[src/rtl/sfsu_pkg.sv]
// shared types and constants for the sensor fifo sample unpacker
package sfsu_pkg;

	// default depth of the sample ring
	localparam int DEF_RING_DEPTH = 4;

	// field widths
	localparam int PTR_W     = 5;
	localparam int VALUE_W   = 18;
	localparam int PARTIAL_W = 16;
	localparam int BYTES_W   = 8;
	localparam int LEDS_W    = 2;
	localparam int PHASE_W   = 3;

	// bytes per 18-bit value
	localparam int BYTES_PER_VALUE = 3;

	// request modes
	localparam logic [1:0] MODE_DATA     = 2'd0;
	localparam logic [1:0] MODE_ADVANCE  = 2'd1;
	localparam logic [1:0] MODE_POINTERS = 2'd2;

	// led register codes
	localparam logic [LEDS_W-1:0] LEDS_RED_ONLY = 2'd1;
	localparam logic [LEDS_W-1:0] LEDS_RESET    = 2'd2;

	// byte position within one red/ir sample
	localparam logic [PHASE_W-1:0] PH_RED0 = 3'd0;
	localparam logic [PHASE_W-1:0] PH_RED1 = 3'd1;
	localparam logic [PHASE_W-1:0] PH_RED2 = 3'd2;
	localparam logic [PHASE_W-1:0] PH_IR0  = 3'd3;
	localparam logic [PHASE_W-1:0] PH_IR1  = 3'd4;
	localparam logic [PHASE_W-1:0] PH_IR2  = 3'd5;

	// ring updates for one request
	typedef struct packed {
		logic               write_red;
		logic               write_ir;
		logic               adv_tail;
		logic [VALUE_W-1:0] value;
	} ring_ctrl_t;

endpackage

[src/rtl/sfsu_ring.sv]
// sample ring: red/ir slots with head and tail indexes
module sfsu_ring #(
	parameter int RING_DEPTH = sfsu_pkg::DEF_RING_DEPTH
) (
	input  logic                         clk,
	input  logic                         arst_n,
	input  sfsu_pkg::ring_ctrl_t         ctrl,
	output logic [sfsu_pkg::VALUE_W-1:0] red_view,
	output logic [sfsu_pkg::VALUE_W-1:0] ir_view,
	output logic [1:0]                   avail_view
);
	import sfsu_pkg::*;

	localparam int IDX_W = $clog2(RING_DEPTH);
	localparam logic [IDX_W-1:0] LAST_IDX = IDX_W'(RING_DEPTH - 1);
	localparam logic [IDX_W:0]   DEPTH_W  = (IDX_W+1)'(RING_DEPTH);

	logic [VALUE_W-1:0] red_q [RING_DEPTH];
	logic [VALUE_W-1:0] ir_q  [RING_DEPTH];
	logic [IDX_W-1:0]   head_q, tail_q;
	logic [IDX_W-1:0]   head_d, tail_d;
	logic [IDX_W:0]     avail_full;

	function automatic logic [IDX_W-1:0] idx_inc(input logic [IDX_W-1:0] i);
		return (i == LAST_IDX) ? '0 : i + 1'b1;
	endfunction

	assign head_d = ctrl.write_red ? idx_inc(head_q) : head_q;
	// tail only moves when something is available
	assign tail_d = (ctrl.adv_tail && (head_q != tail_q)) ? idx_inc(tail_q) : tail_q;

	assign avail_full = {1'b0, head_d} + ((head_d < tail_d) ? DEPTH_W : '0) - {1'b0, tail_d};
	assign avail_view = avail_full[1:0];

	assign red_view = ctrl.write_red ? ctrl.value : red_q[head_d];
	assign ir_view  = ctrl.write_ir  ? ctrl.value : ir_q[head_d];

	always_ff @(posedge clk or negedge arst_n) begin
		if (!arst_n) begin
			head_q <= '0;
			tail_q <= '0;
			for (int i = 0; i < RING_DEPTH; i++) begin
				red_q[i] <= '0;
				ir_q[i]  <= '0;
			end
		end else begin
			head_q <= head_d;
			tail_q <= tail_d;
			if (ctrl.write_red) begin
				red_q[head_d] <= ctrl.value;
			end
			if (ctrl.write_ir) begin
				ir_q[head_q] <= ctrl.value;
			end
		end
	end

endmodule

[src/rtl/sensor_fifo_sample_unpacker.sv]
// top level: byte assembly, pointer math and request/result handshakes
//
// Usage:
//   Input channel (in_valid/in_stall) carries one request: mode, data_byte,
//   read_pointer, write_pointer. Mode 0 feeds one sensor FIFO byte, mode 1
//   releases the oldest ring sample, mode 2 gives the FIFO pointer pair and
//   restarts byte assembly. Every request gives exactly one result on the
//   output channel (out_valid/out_stall): sample_done, the head slot's red
//   and ir values, the available count, and in mode 2 the new sample and
//   byte counts.
//   The edge that accepts a request loads the input register; the result
//   register is then loaded from the assembly/ring update logic once it can
//   advance, and out_valid rises with it.
//   Throughput is one request per cycle, limited only by the result register.
//   When the receiver holds out_stall the result stays put; one more request
//   is held in the input register and then in_stall rises.
//   Reset clears the ring, head, tail and byte phase and sets active_leds to
//   two. The active_leds register is written over cfg_valid/cfg_ready, which
//   is always ready; write it only while no request is in flight.
module sensor_fifo_sample_unpacker #(
	parameter int RING_DEPTH = sfsu_pkg::DEF_RING_DEPTH
) (
	input  logic                           clk,
	input  logic                           arst_n,
	// configuration
	input  logic                           cfg_valid,
	output logic                           cfg_ready,
	input  logic [sfsu_pkg::LEDS_W-1:0]    cfg_data,
	// requests
	input  logic                           in_valid,
	output logic                           in_stall,
	input  logic [1:0]                     mode,
	input  logic [7:0]                     data_byte,
	input  logic [sfsu_pkg::PTR_W-1:0]     read_pointer,
	input  logic [sfsu_pkg::PTR_W-1:0]     write_pointer,
	// results
	output logic                           out_valid,
	input  logic                           out_stall,
	output logic                           sample_done,
	output logic [sfsu_pkg::VALUE_W-1:0]   latest_red,
	output logic [sfsu_pkg::VALUE_W-1:0]   latest_ir,
	output logic [1:0]                     available_count,
	output logic [sfsu_pkg::PTR_W-1:0]     new_samples,
	output logic [sfsu_pkg::BYTES_W-1:0]   bytes_to_read
);
	import sfsu_pkg::*;

	logic [LEDS_W-1:0]    leds_q;
	logic                 valid_s1;
	logic [1:0]           mode_s1;
	logic [7:0]           byte_s1;
	logic [PTR_W-1:0]     rp_s1, wp_s1;
	logic                 advance, move;

	logic [PHASE_W-1:0]   phase_q, phase_d;
	logic [PARTIAL_W-1:0] partial_q, partial_d;
	logic [1:0]           pos;
	logic                 ir_group;
	ring_ctrl_t           ctrl_raw, ctrl;
	logic                 done_d;
	logic [PTR_W-1:0]     ns_d;
	logic [BYTES_W-1:0]   nb_d;
	logic [BYTES_W:0]     nb_full;
	logic [BYTES_W:0]     mult;
	logic [VALUE_W-1:0]   red_view, ir_view;
	logic [1:0]           avail_view;

	logic                 out_valid_q, done_q;
	logic [VALUE_W-1:0]   red_q, ir_q;
	logic [1:0]           avail_q;
	logic [PTR_W-1:0]     ns_q;
	logic [BYTES_W-1:0]   nb_q;

	// handshake
	assign advance   = !out_valid_q || !out_stall;
	assign move      = valid_s1 && advance;
	assign in_stall  = valid_s1 && !advance;
	assign cfg_ready = 1'b1;

	always_ff @(posedge clk or negedge arst_n) begin
		if (!arst_n) begin
			leds_q <= LEDS_RESET;
		end else if (cfg_valid) begin
			leds_q <= cfg_data;
		end
	end

	always_ff @(posedge clk or negedge arst_n) begin
		if (!arst_n) begin
			valid_s1 <= 1'b0;
		end else if (!in_stall) begin
			valid_s1 <= in_valid;
		end
	end

	always_ff @(posedge clk) begin
		if (in_valid && !in_stall) begin
			mode_s1 <= mode;
			byte_s1 <= data_byte;
			rp_s1   <= read_pointer;
			wp_s1   <= write_pointer;
		end
	end

	always_comb begin
		pos      = 2'd0;
		ir_group = 1'b0;
		case (phase_q)
			PH_RED0: pos = 2'd0;
			PH_RED1: pos = 2'd1;
			PH_RED2: pos = 2'd2;
			PH_IR0: begin
				pos      = 2'd0;
				ir_group = 1'b1;
			end
			PH_IR1: begin
				pos      = 2'd1;
				ir_group = 1'b1;
			end
			PH_IR2: begin
				pos      = 2'd2;
				ir_group = 1'b1;
			end
			default: begin
				pos      = 2'd0;
				ir_group = 1'b0;
			end
		endcase
	end

	always_comb begin
		phase_d   = phase_q;
		partial_d = partial_q;
		ctrl_raw  = '0;
		done_d    = 1'b0;
		ns_d      = '0;
		nb_d      = '0;
		mult      = (leds_q == LEDS_RED_ONLY) ? (BYTES_W+1)'(BYTES_PER_VALUE)
		                                      : (BYTES_W+1)'(2 * BYTES_PER_VALUE);
		nb_full   = '0;
		case (mode_s1)
			MODE_DATA: begin
				case (pos)
					2'd0: begin
						partial_d = {byte_s1, 8'h00};
						phase_d   = ir_group ? PH_IR1 : PH_RED1;
					end
					2'd1: begin
						partial_d = {partial_q[15:8], byte_s1};
						phase_d   = ir_group ? PH_IR2 : PH_RED2;
					end
					default: begin
						ctrl_raw.value = {partial_q[VALUE_W-9:0], byte_s1};
						if (!ir_group) begin
							ctrl_raw.write_red = 1'b1;
							if (leds_q == LEDS_RED_ONLY) begin
								done_d  = 1'b1;
								phase_d = PH_RED0;
							end else begin
								phase_d = PH_IR0;
							end
						end else begin
							ctrl_raw.write_ir = 1'b1;
							done_d            = 1'b1;
							phase_d           = PH_RED0;
						end
					end
				endcase
			end
			MODE_ADVANCE: begin
				ctrl_raw.adv_tail = 1'b1;
			end
			MODE_POINTERS: begin
				// pointer difference wraps with the 5-bit fifo pointers
				ns_d      = wp_s1 - rp_s1;
				nb_full   = (BYTES_W+1)'(ns_d) * mult;
				nb_d      = nb_full[BYTES_W] ? '1 : nb_full[BYTES_W-1:0];
				phase_d   = PH_RED0;
				partial_d = '0;
			end
			default: begin
				phase_d = phase_q;
			end
		endcase
	end

	assign ctrl = move ? ctrl_raw : '0;

	always_ff @(posedge clk or negedge arst_n) begin
		if (!arst_n) begin
			phase_q   <= PH_RED0;
			partial_q <= '0;
		end else if (move) begin
			phase_q   <= phase_d;
			partial_q <= partial_d;
		end
	end

	sfsu_ring #(
		.RING_DEPTH(RING_DEPTH)
	) u_ring (
		.clk       (clk),
		.arst_n    (arst_n),
		.ctrl      (ctrl),
		.red_view  (red_view),
		.ir_view   (ir_view),
		.avail_view(avail_view)
	);

	// result register
	always_ff @(posedge clk or negedge arst_n) begin
		if (!arst_n) begin
			out_valid_q <= 1'b0;
		end else if (advance) begin
			out_valid_q <= valid_s1;
		end
	end

	always_ff @(posedge clk) begin
		if (move) begin
			done_q  <= done_d;
			red_q   <= red_view;
			ir_q    <= ir_view;
			avail_q <= avail_view;
			ns_q    <= ns_d;
			nb_q    <= nb_d;
		end
	end

	assign out_valid       = out_valid_q;
	assign sample_done     = done_q;
	assign latest_red      = red_q;
	assign latest_ir       = ir_q;
	assign available_count = avail_q;
	assign new_samples     = ns_q;
	assign bytes_to_read   = nb_q;

endmodule

[config.mk]
export PLATFORM = sky130hd
export DESIGN_NAME = sensor_fifo_sample_unpacker
export DESIGN_NICKNAME = d
export VERILOG_FILES = /design/src/rtl/sfsu_pkg.sv /design/src/rtl/sfsu_ring.sv /design/src/rtl/sensor_fifo_sample_unpacker.sv
export SDC_FILE = /design/constraint.sdc
export NUM_CORES = 1
export LEC_CHECK = 0
export ABC_AREA = 1
export BUFFER_PORTS_ARGS = -buffer_cell sky130_fd_sc_hd__buf_2
export CAP_MARGIN = 10
export CORE_MARGIN = 1
export CORE_UTILIZATION = 45
export DETAILED_ROUTE_END_ITERATION = 16
export GPL_ROUTABILITY_DRIVEN = 0
export PLACE_DENSITY = 0.64
export REMOVE_ABC_BUFFERS = 1
export SLEW_MARGIN = 5
export SYNTH_ARGS = -nofsm -noshare
export SYNTH_HDL_FRONTEND = slang
export SYNTH_SLANG_ARGS = --single-unit
[constraint.sdc]
create_clock -name clk -period 5.08 [get_ports clk]
set_clock_uncertainty 0.1 [all_clocks]
set_input_delay 0.508 -clock clk [delete_from_list [all_inputs] [get_ports clk]]
set_output_delay 0.508 -clock clk [all_outputs]
set_load 0.05 [all_outputs]
[After elaboration in Yosys (flattened, before gate mapping)]
Cells that the tools add are included.
Operators by class
  bitwise logic cells: 3
  add/sub/neg operators: 5
  equality and inequality tests: 15
  $mul: 1
  reduce and logical (&&, ||, !) cells: 22
  $lt $le $gt $ge: 4
  mux-type cells: 40
Operator list (number)
  18-bit 2-to-1 mux: 10
  72-bit bitwise mux: 2
  18-bit binary-select mux with 2-bit select: 2
  18-bit demux with 2-bit select: 2
  10-bit one-hot mux with 2 select lines: 2
  21-bit 2-to-1 mux: 1
  2-bit 2-to-1 mux: 8
  3-bit one-hot mux with 2 select lines: 2
  3-bit 2-to-1 mux: 3
  5-bit by 3-bit multiplier with 8-bit output: 1
  8-bit 2-to-1 mux: 1
  2-bit by 1-bit equality test with 1-bit output (second input constant): 3
  2-bit equality test (second input constant): 3
  3-bit by 2-bit equality test with 1-bit output (second input constant): 2
  3-bit equality test (second input constant): 2
  3-bit greater-or-equal comparator (second input constant): 2
  1-bit logical AND: 6
  3-bit by 1-bit less-than comparator with 1-bit output (second input constant): 2
  1-bit 2-to-1 mux: 6
  2-bit inverter with 3-bit output: 2
  2-bit OR reduction: 3
  3-bit OR reduction: 2
  5-bit subtractor: 1
  2-bit by 1-bit adder with 2-bit output (second input constant): 2
  other kinds (16): 20
Word-level totals
  logic and storage cells: 116
  register bits: 237
  input port bits: 27

[Logic depth before layout (Yosys ltp)]
Gate-level depths: netlist of run 1.
  depth after elaboration: 15
  depth in mapped cells: 18

[Cells and area by module]
A second synthesis of run 1 with hierarchy kept.
Second synthesis, totals
  cells, all modules: 1306
  area total of the unflattened synthesis: 11223.3 sq um
Modules (own cells, without submodules)
  sfsu_ring: area each 7437.1 sq um, instances 1, cells each 998, seq. area each 3703.6 sq um
  sensor_fifo_sample_unpacker: area each 3786.1 sq um, instances 1, cells each 308, seq. area each 2588.7 sq um

[Worst setup path after synthesis of run 1]
Ideal clock, no wire load.
  path type: flip-flop to flip-flop
  from: reg wp_s1[0]
  to: reg nb_q[6], in the netlist bytes_to_read[6] (data pin)
  setup time: 259 ps
  path buffers: 0
  period minus slack after synthesis: 3178 ps
  data required time: 4721 ps
  stages on the path, launching flop included: 17
  setup slack: 1902 ps
  data arrival time: 2819 ps
  cells stage by stage: edfxtp_1 inv_1 ha_1 inv_1 fa_1 xor2_1 nand2_1 fa_1 inv_1 ha_1 fa_1 nand2_1 inv_1 o21ai_0 nand2_1 o21ai_0 a21oi_1
On the way
  cells in the longest elaborated chain, start to end: 3
RTL lines
  from (decl): line sensor_fifo_sample_unpacker.sv:52  | logic [PTR_W-1:0] rp_s1, wp_s1;
  from (signal assigned): line sensor_fifo_sample_unpacker.sv:101  | wp_s1 <= write_pointer;
  5-bit subtractor: line sensor_fifo_sample_unpacker.sv:175  | ns_d = wp_s1 - rp_s1;
  5-bit by 3-bit multiplier with 8-bit output: line sensor_fifo_sample_unpacker.sv:176  | nb_full = (BYTES_W+1)'(ns_d) * mult;
  8-bit 2-to-1 mux: line sensor_fifo_sample_unpacker.sv:177  | nb_d = nb_full[BYTES_W] ? '1 : nb_full[BYTES_W-1:0];
  to (signal assigned): line sensor_fifo_sample_unpacker.sv:226  | nb_q <= nb_d;
  to (decl): line sensor_fifo_sample_unpacker.sv:72  | logic [BYTES_W-1:0] nb_q;
No other way between the ends.
A chain may end at the register's enable or synchronous reset.

[Worst setup path in the final report of run 1]
  from: reg out_valid_q, in the netlist out_valid
  to: reg u_ring.red_q[45] in the netlist's numbering
On the way
  cells in the longest elaborated chain, start to end: 11
RTL lines
  from (decl): line sensor_fifo_sample_unpacker.sv:68  | logic out_valid_q, done_q;
  from (signal assigned): line sensor_fifo_sample_unpacker.sv:215  | out_valid_q <= valid_s1;
  1-bit logical NOT (*): line sensor_fifo_sample_unpacker.sv:75  | assign advance = !out_valid_q || !out_stall;
  1-bit logical OR (*): line sensor_fifo_sample_unpacker.sv:75
  1-bit logical AND (*): line sensor_fifo_sample_unpacker.sv:76  | assign move = valid_s1 && advance;
  21-bit 2-to-1 mux (*): line sensor_fifo_sample_unpacker.sv:187  | assign ctrl = move ? ctrl_raw : '0;
  2-bit 2-to-1 mux: line sfsu_ring.sv:28  | assign head_d = ctrl.write_red ? idx_inc(head_q) : head_q;
  2-bit inverter with 3-bit output (not written as such): line sfsu_ring.sv:50  | red_q[head_d] <= ctrl.value;
  3-bit greater-or-equal comparator (not written as such) / 3-bit by 1-bit less-than comparator with 1-bit output (equally long branches): line sfsu_ring.sv:50
  1-bit logical AND (not written as such): line sfsu_ring.sv:50
  18-bit 2-to-1 mux (not written as such): line sfsu_ring.sv:50
  18-bit demux with 2-bit select: line sfsu_ring.sv:50
  72-bit bitwise mux: line sfsu_ring.sv:50
  to (signal, indexed assignment): line sfsu_ring.sv:50
  to (decl): line sfsu_ring.sv:18  | logic [VALUE_W-1:0] red_q [RING_DEPTH];
Mark *: on every way between the ends. The rest lies on a longest branch, timed or not.

==> metrics.cfg, run 1 <==
[run_status]
status = finished, final reports clean

[placement]
place_hpwl_um = 16700
place_inst = 1649
post-place-ws_ps = 1190
numPortBuffers = 80

[global_route]
grtUsageMet1_pct = 31.7
use_met2_pct = 35.7
grt-busiest-layer = met2
grt_pass1_vias = 8624
track_usage_pct = 22.6
antenna_found_initial = 0
gr-usage-met3_pct = 3.36
overflow = 0
grt_start_max_net_pins = 80
grt_pass1_wl_um = 45700

[die]
die_y_um = 159
fp.coreArea_mm2 = 0.0243
start_util_pct = 45.8
top_level_ports = 82
rows = 57
dieArea_mm2 = 0.0254
die_w_um = 159

[cts]
cts_setup_buffers = 0
cts_sinks = 237
cts_made_buffers = 28
cts_buffer_depth = 3
insertion_delay_ps = 540
cts_resized = 0
cts_hold_buf = 1
path_clk_slew_ps = 60
cts_tree = built
ctsRootBufferMaster = clkbuf_16
htreeDepth = 1

[yosys]
yosys_warnings = 0
synth_cells = 1301
synth_cell_type_count = 35
async_flop_share_pct = 69.6
ys_ff_latch = 237
avgSynthCellArea_um2 = 8.56
synth_area_mm2 = 0.0111
synth_seq_area_share_pct = 56.5
ys.flop_type = dfrtp_1
synth-edff-count = 72

[layout]
instances_no_fill = 1702
layout_common_cells = nand2_1, dfrtp_1, o21ai_0
nNetsFinal = 1405
area_growth_pct = 14.0
diodes = 0
layout_commonest_cell = nand2_1
drive_gt1_share_pct = 11.6
fill_cells = 2283

[sta]
tightest_slew_ps = 887
setup_viol = 0
relSlewSlack_pct = 40.9
layout_setup_ws_ps = 1420
timing.hold.ws_ps = 45.7
fmax_mhz = 273
slew_violations = 0
final.period_utilization_pct = 72.1
final-hold-violation-count = 0
setup_tns_ps = 0
period_minus_slack_ps = 3660
grt_setup_unrepaired = false

[flow_run]
cap_violations = 0

[routing]
wl_per_cell_um = 16.4
via_per_inst = 5.26
drc = 0
wl_um = 28000
vias = 8952
drtAntennaViolNets = 0
dr.pass1.iters = 5
drt_iter0_drc = 637

[min_path]
min_path_type = input port to register

[worst_setup_path]
worstPathArrival_ps = 3980
critPathMaxFanout = 39
critPathBufInv = 1
cp_slowest_stage_delay_ps = 720
slowest_stage = nand3_2
crit_type = register to register
critPathLaunchType = register
crit_chain = nand2_1 -> nand2_1 -> nor2_2 -> nand2_2 -> o21ai_4 -> buf_4 -> nand3_2 -> o21ai_0
worst_setup_path_end_kind = register
crit_path_frequent_cell = nand2_1
required_ps = 5390
path_delay_family = simple AND/OR/NAND/NOR gates

[power]
powerDensity_mw_per_mm2 = 413
p_leak_nw = 6.19
power_mw = 5.24
irDropWorstVdd_uv = 399

[sequential cells by signal (all words and copies together) (netlist names)]
register / cells
u_ring.ir_q: 72
u_ring.red_q: 72
latest_ir: 18
latest_red: 18
partial_q: 10
byte_s1: 8
bytes_to_read: 8
new_samples: 5
rp_s1: 5
wp_s1: 5
phase_q: 3
available_count: 2
leds_q: 2
mode_s1: 2
u_ring.head_q: 2
u_ring.tail_q: 2
out_valid: 1
sample_done: 1
valid_s1: 1
[path summary, 6_finish.rpt]
| check | startpoint | slack (ps) | depth (start not counted) | end |
|---|---|---|---|---|
| max | out_valid | 1420 | 8 | u_ring.red_q[45] |
| min | mode[1] | 50 | 1 | mode_s1[1] |
| max reg2reg | out_valid | 1420 | 8 | u_ring.red_q[45] |
| min reg2reg | u_ring.red_q[3] | 390 | 2 | u_ring.red_q[3] |
| max in group asynchronous | arst_n | 3280 | 3 | leds_q[0] |
| min in group asynchronous | arst_n | 480 | 2 | u_ring.red_q[10] |
[through the flow]
step / area (um2) / util, %
finish: 12700 / 52.2
global route: 12700 / 52.2
CTS: 12700 / 52.2
detailed placement: 11800 / 48.4
global placement: 11800 / 48.4
floorplan: 10800 / -
[logic make-up (layout without fill, tap and decap cells)]
group	Yosys count	in the layout	synth area share, %
flip-flops	237	237	56.5
XOR/XNOR	6	6	0.472
adder cells (fa/ha/maj)	22	22	2.81
other	1	1	0.0337
AND/OR/NAND/NOR	700	700	26.3
multiplexers	1	1	0.101
AO/OA/AOI/OAI	177	177	8.03
buffers and inverters	157	234	5.80
[synthesized netlist by cell type, types with 6 or more instances]
master	count	area share, %
edfxtp_1	72	19
buf_2	15	0.67
nor2_1	31	1.0
o21ai_0	156	7.0
a21oi_1	8	0.36
buf_4	10	0.67
inv_1	77	2.6
o21ai_1	9	0.40
ha_1	17	1.9
nor3_1	6	0.27
nand2_1	482	16
nand3_1	154	6.9
nand4_1	10	0.56
dfrtp_1	164	37
clkbuf_1	46	1.5
[routing by layer]
| metal | share of wire [%] | vias to the layer above |
|---|---|---|
| met5 | 0 | - |
| met4 | 2.9 | 0 |
| met3 | 6.0 | 58 |
| met2 | 46 | 293 |
| met1 | 45 | 4243 |
| li1 | - | 4358 |
[cell type report]
| class | count | area, um2 | area share [%] |
|---|---|---|---|
| Sequential cell | 237 | 6290 | 49.5 |
| Multi-Input combinational cell | 907 | 4210 | 33.1 |
| Clock buffer | 45 | 836 | 6.58 |
| Timing Repair Buffer | 100 | 572 | 4.50 |
| Tap cell | 324 | 405 | 3.19 |
| Inverter | 82 | 308 | 2.42 |
| Clock inverter | 7 | 81.3 | 0.640 |
[where the power goes]
| group | internal, mW | leakage (nW) | total [mW] | switching, mW |
|---|---|---|---|---|
| Clock | 1.22 | 0.447 | 1.97 | 0.754 |
| Combinational | 0.240 | 2.76 | 1.10 | 0.856 |
| Sequential | 2.11 | 2.98 | 2.17 | 0.0663 |
| Total | 3.57 | 6.19 | 5.24 | 1.68 |
(Power assumes the default switching activity.)
==> run 2: changes to the inputs <==
ABC_AREA = 0   (was 1)
PLACE_DENSITY = 0.65   (was 0.64)
clock period = 3.4 ns   (was 5.08 ns; I/O delays follow)
==> metrics.cfg, run 2 <==
[sta]
slew_violations = 0
layout_setup_ws_ps = 93.8
setup_viol = 0
final.period_utilization_pct = 97.2
final-hold-violation-count = 0
timing.hold.ws_ps = 257
grt_setup_unrepaired = true
period_minus_slack_ps = 3310
fmax_mhz = 302
tightest_slew_ps = 1200
relSlewSlack_pct = 20.0

[yosys]
synth_area_mm2 = 0.0103
synth_most_common_cell = nand2_1
avgSynthCellArea_um2 = 10.7
yosys_warnings = 0
ys_ff_latch = 237
post-synth-top-area-cell = dfrtp_1
ys_top_cells_by_area = dfrtp_1, edfxtp_1, nand2_1
synth_seq_area_share_pct = 61.3
async_flop_share_pct = 69.6
synth_common_cells = nand2_1, dfrtp_1, o21ai_0
yosysTopAreaCellShare_pct = 40.0
synth-edff-count = 72
synth_cells = 958
ys.flop_type = dfrtp_1
synth_cell_type_count = 56

[min_path]
min_path_type = input port to async pin

[cts]
cts_buffer_depth = 3
htreeDepth = 1
insertion_delay_ps = 530
ctsRootBufferMaster = clkbuf_16
cts_tree = built
path_clk_slew_ps = 60
cts_sinks = 237
cts_made_buffers = 25

[layout]
drive_gt1_share_pct = 18.3
diodes = 0
layout_commonest_cell = nand2_1
nNetsFinal = 1117
fill_cells = 1922
reg.largest.list = u_ring.ir_q x72, u_ring.red_q x72
fin_util_pct = 55.2
layout_common_cells = nand2_1, dfrtp_1, o21ai_0
area_growth_pct = 18.7

[power]
irDropWorstVdd_uv = 335
powerDensity_mw_per_mm2 = 618
power_mw = 7.53
p_leak_nw = 5.27

[placement]
numPortBuffers = 80
place_hpwl_um = 15600
post-place-ws_ps = -19.5

[worst_setup_path]
cp_slowest_stage_delay_ps = 550
worst_setup_path_end_kind = register
critPathMaxFanout = 3
critical_path.startpoint = wp_s1[0]
critPathLaunchType = register
path_delay_family = adder cells
crit_chain = inv_1 -> ha_2 -> inv_2 -> fa_2 -> a21o_1 -> a21oi_2 -> xor2_1 -> inv_1 -> nand2_2 -> fa_1 -> inv_2 -> ha_4 -> a21o_1 -> a21oi_2 -> xor2_1 -> nor2_1
crit_type = register to register
slowest_stage = fa_1
critPathBufInv = 4
worstPathArrival_ps = 3470
required_ps = 3560
timing.rr.start = wp_s1[0]

[global_route]
antenna_found_initial = 0
grt_pass1_wl_um = 40800
track_usage_pct = 22.3
overflow = 0
grt_start_max_net_pins = 83
grt_pass1_vias = 7440

[routing]
drtAntennaViolNets = 0
dr.pass1.iters = 8
wl_um = 25700
drc = 0
drt_iter0_drc = 569
via_per_inst = 5.52
wl_per_cell_um = 18.8
vias = 7542

[flow_run]
cap_violations = 0

[die]
top_level_ports = 82
die_w_um = 153
dieArea_mm2 = 0.0234
start_util_pct = 46.5
rows = 54
fp.coreArea_mm2 = 0.0221
die_y_um = 153

[run_status]
status = finished, final reports clean

run 2: cells by family after synthesis:
group / share of synthesized area (%)
xor gates and xnor gates: 0.938
AOI/OAI and AO/OA: 15.6
and+or+nand+nor: 12.5
buffers and inverters: 3.44
DFF: 61.3
muxes: 3.07
adders and majority gates: 3.05
other: 0.0365
run 2: worst paths after layout:
path	end	slack [ps]	depth (start not counted)
max	bytes_to_read[6]	90	16
min in group clk	u_ring.red_q[67]	380	2
min	u_ring.red_q[66]	260	2
min reg2reg	u_ring.red_q[67]	380	2
max reg2reg	bytes_to_read[6]	90	16
max in group asynchronous	leds_q[1]	2110	3
run 2: power breakdown:
group	total, mW	switching (mW)	leakage [nW]	internal (mW)
clock network	2.71	1.10	0.397	1.61
registers	3.24	0.125	2.99	3.12
logic	1.57	1.08	1.88	0.496
run 2: final cells by class:
cell class,count,area (um2),area share (%)
clock buffers,34,709,5.82
clock inverters,11,114,0.934
inverters,25,93.8,0.770
multi-input cells,638,3680,30.2
flip-flops and latches,237,6290,51.6
well taps,280,350,2.87
repair buffers,141,948,7.78
run 2: worst register-to-register path: cells and delay by family (launching register included):
kind,cells,cell delay (ps)
flip-flops,1,350
buffers and inverters,4,270
AO/OA/AOI/OAI,4,620
adder cells (fa/ha/maj),4,1350
XOR/XNOR,2,230
AND/OR/NAND/NOR,2,120
run 2: layer usage:
metal,share of wire (%),GRT usage [%]
met5,0,0
met4,1.5,6.06
met3,6.6,3.29
met2,47,35.6
met1,45,31.8
run 2: per-stage QoR:
stage,setup TNS (ps),std cells,instance area (um2)
global placement,0,1292,11000
global route,-91.5,1366,12200
detailed placement,-19.5,1292,11000
floorplan,-23450,900,10000
finish,0,1366,12200
CTS,0,1364,12100
run 2: what timing repair did:
action	4_1_cts	5_1_grt
setup buffers	0	1
gates resized for setup	1	12
pin swaps	1	9
hold endpoints to repair	78	0
endpoints found under the setup margin	1	4
hold buffers	27	0
==> run 3: changes to the inputs <==
RECOVER_POWER = 50   (was unset)
==> metrics.cfg, run 3 (synthesis gave the netlist of run 2 again) <==
[run_status]
status = finished, final reports clean

[cts]
htreeDepth = 1
cts_made_buffers = 25
insertion_delay_ps = 530
cts_tree = built
ctsRootBufferMaster = clkbuf_16
cts_sinks = 237
path_clk_slew_ps = 60
cts_buffer_depth = 3

[die]
dieArea_mm2 = 0.0234
fp.coreArea_mm2 = 0.0221
top_level_ports = 82
start_util_pct = 46.5
die_y_um = 153
rows = 54
die_w_um = 153

[routing]
wl_um = 25700
wl_per_cell_um = 18.8
via_per_inst = 5.52
drc = 0
vias = 7538
drt_iter0_drc = 551
drtAntennaViolNets = 0
dr.pass1.iters = 5

[global_route]
grt_start_max_net_pins = 83
grt_pass1_vias = 7440
overflow = 0
antenna_found_initial = 0
grt_pass1_wl_um = 40800
track_usage_pct = 22.3

[worst_setup_path]
ff2ff_path_depth = 16
worstPathArrival_ps = 3470
worst_setup_path_end_kind = register
critPathMaxFanout = 3
critical_path.startpoint = wp_s1[0]
crit_type = register to register
required_ps = 3560
timing.rr.start = wp_s1[0]
critPathLaunchType = register
r2r-end = bytes_to_read[6]
r2r_setup_slack_ps = 100

[power]
p_leak_nw = 5.10
irDropWorstVdd_uv = 334
powerDensity_mw_per_mm2 = 621

[layout]
drive_gt1_share_pct = 13.2
multi_input_area_mm2 = 0.00368
nNetsFinal = 1117
stdcell_area_mm2 = 0.0121
reg.largest.list = u_ring.ir_q x72, u_ring.red_q x72
layout_common_cells = nand2_1, dfrtp_1, o21ai_0
diodes = 0
instances_no_fill = 1366
area_growth_pct = 17.9
fill_cells = 1946
layout_commonest_cell = nand2_1
ff_latch_area_mm2 = 0.00629

[sta]
setup_tns_ps = 0
setup_viol = 0
timing.hold.ws_ps = 375
tightest_slew_ps = 1370
final.period_utilization_pct = 97.2
relSlewSlack_pct = 8.41
grt_setup_unrepaired = true
fmax_mhz = 303
slew_violations = 0
period_minus_slack_ps = 3300
final-hold-violation-count = 0

[placement]
place_hpwl_um = 15600
placed_area_mm2 = 0.0110
numPortBuffers = 80
place_inst = 1292

[min_path]
hold_path_depth = 2
min_from = u_ring.red_q[67]
min_path_type = register to register
min_to = u_ring.red_q[67]

[flow_run]
cap_violations = 0

## run 3: worst max path at each step
stage	to	slack (ps)	depth (start not counted)
CTS	bytes_to_read[6]	20	14
floorplan	latest_red[0]	-850	7
finish	bytes_to_read[6]	100	16
detailed placement	bytes_to_read[6]	-20	14
global placement	bytes_to_read[6]	20	14
global route	bytes_to_read[6]	-90	16
## run 3: report_power, final
| part | switching, mW | leakage (nW) | internal (mW) | total, mW |
|---|---|---|---|---|
| Sequential | 0.127 | 2.99 | 3.12 | 3.24 |
| Combinational | 1.08 | 1.71 | 0.476 | 1.55 |
| Clock | 1.10 | 0.397 | 1.61 | 2.71 |
## run 3: critical path, stage by stage, from the launching register on
cell and delay, ps:
edfxtp_1 350, inv_1 60, ha_2 160, inv_2 50, fa_2 420, a21o_1 200
a21oi_2 120, xor2_1 90, inv_1 110, nand2_2 70, fa_1 550, inv_2 50
ha_4 220, a21o_1 180, a21oi_2 120, xor2_1 140, nor2_1 50
## run 3: per-layer routing
metal | vias up | GRT usage [%] | wire length [um]
met5 | - | 0 | 0
met4 | 0 | 6.06 | 428
met2 | 258 | 35.6 | 11900
met1 | 3658 | 31.8 | 11600
li1 | 3589 | - | -
met3 | 33 | 3.29 | 1700
## run 3: layout make-up
cell class              count  area share (%)
repair buffers            141            7.10
clock buffers              34            5.86
well taps                 280            2.90
multi-input cells         638            30.4
inverters                  25           0.776
clock inverters            11           0.941
flip-flops and latches    237            52.0
## run 3: stage by stage
step	utilization, %	power [mW]	setup slack (ps)
after CTS	54.9	7.51	22.8
after global routing	54.8	7.79	-91.5
final	54.8	7.51	95.6
after floorplan	-	4.23	-853
after detailed placement	49.9	4.78	-19.5
after global placement	49.9	4.76	21.8
## run 3: repair_timing
action	4_1_cts	5_1_grt
pin swaps	1	9
endpoints found under the setup margin	1	4
setup buffers	0	1
hold endpoints to repair	78	0
resized for setup	1	12
hold buffers	27	0
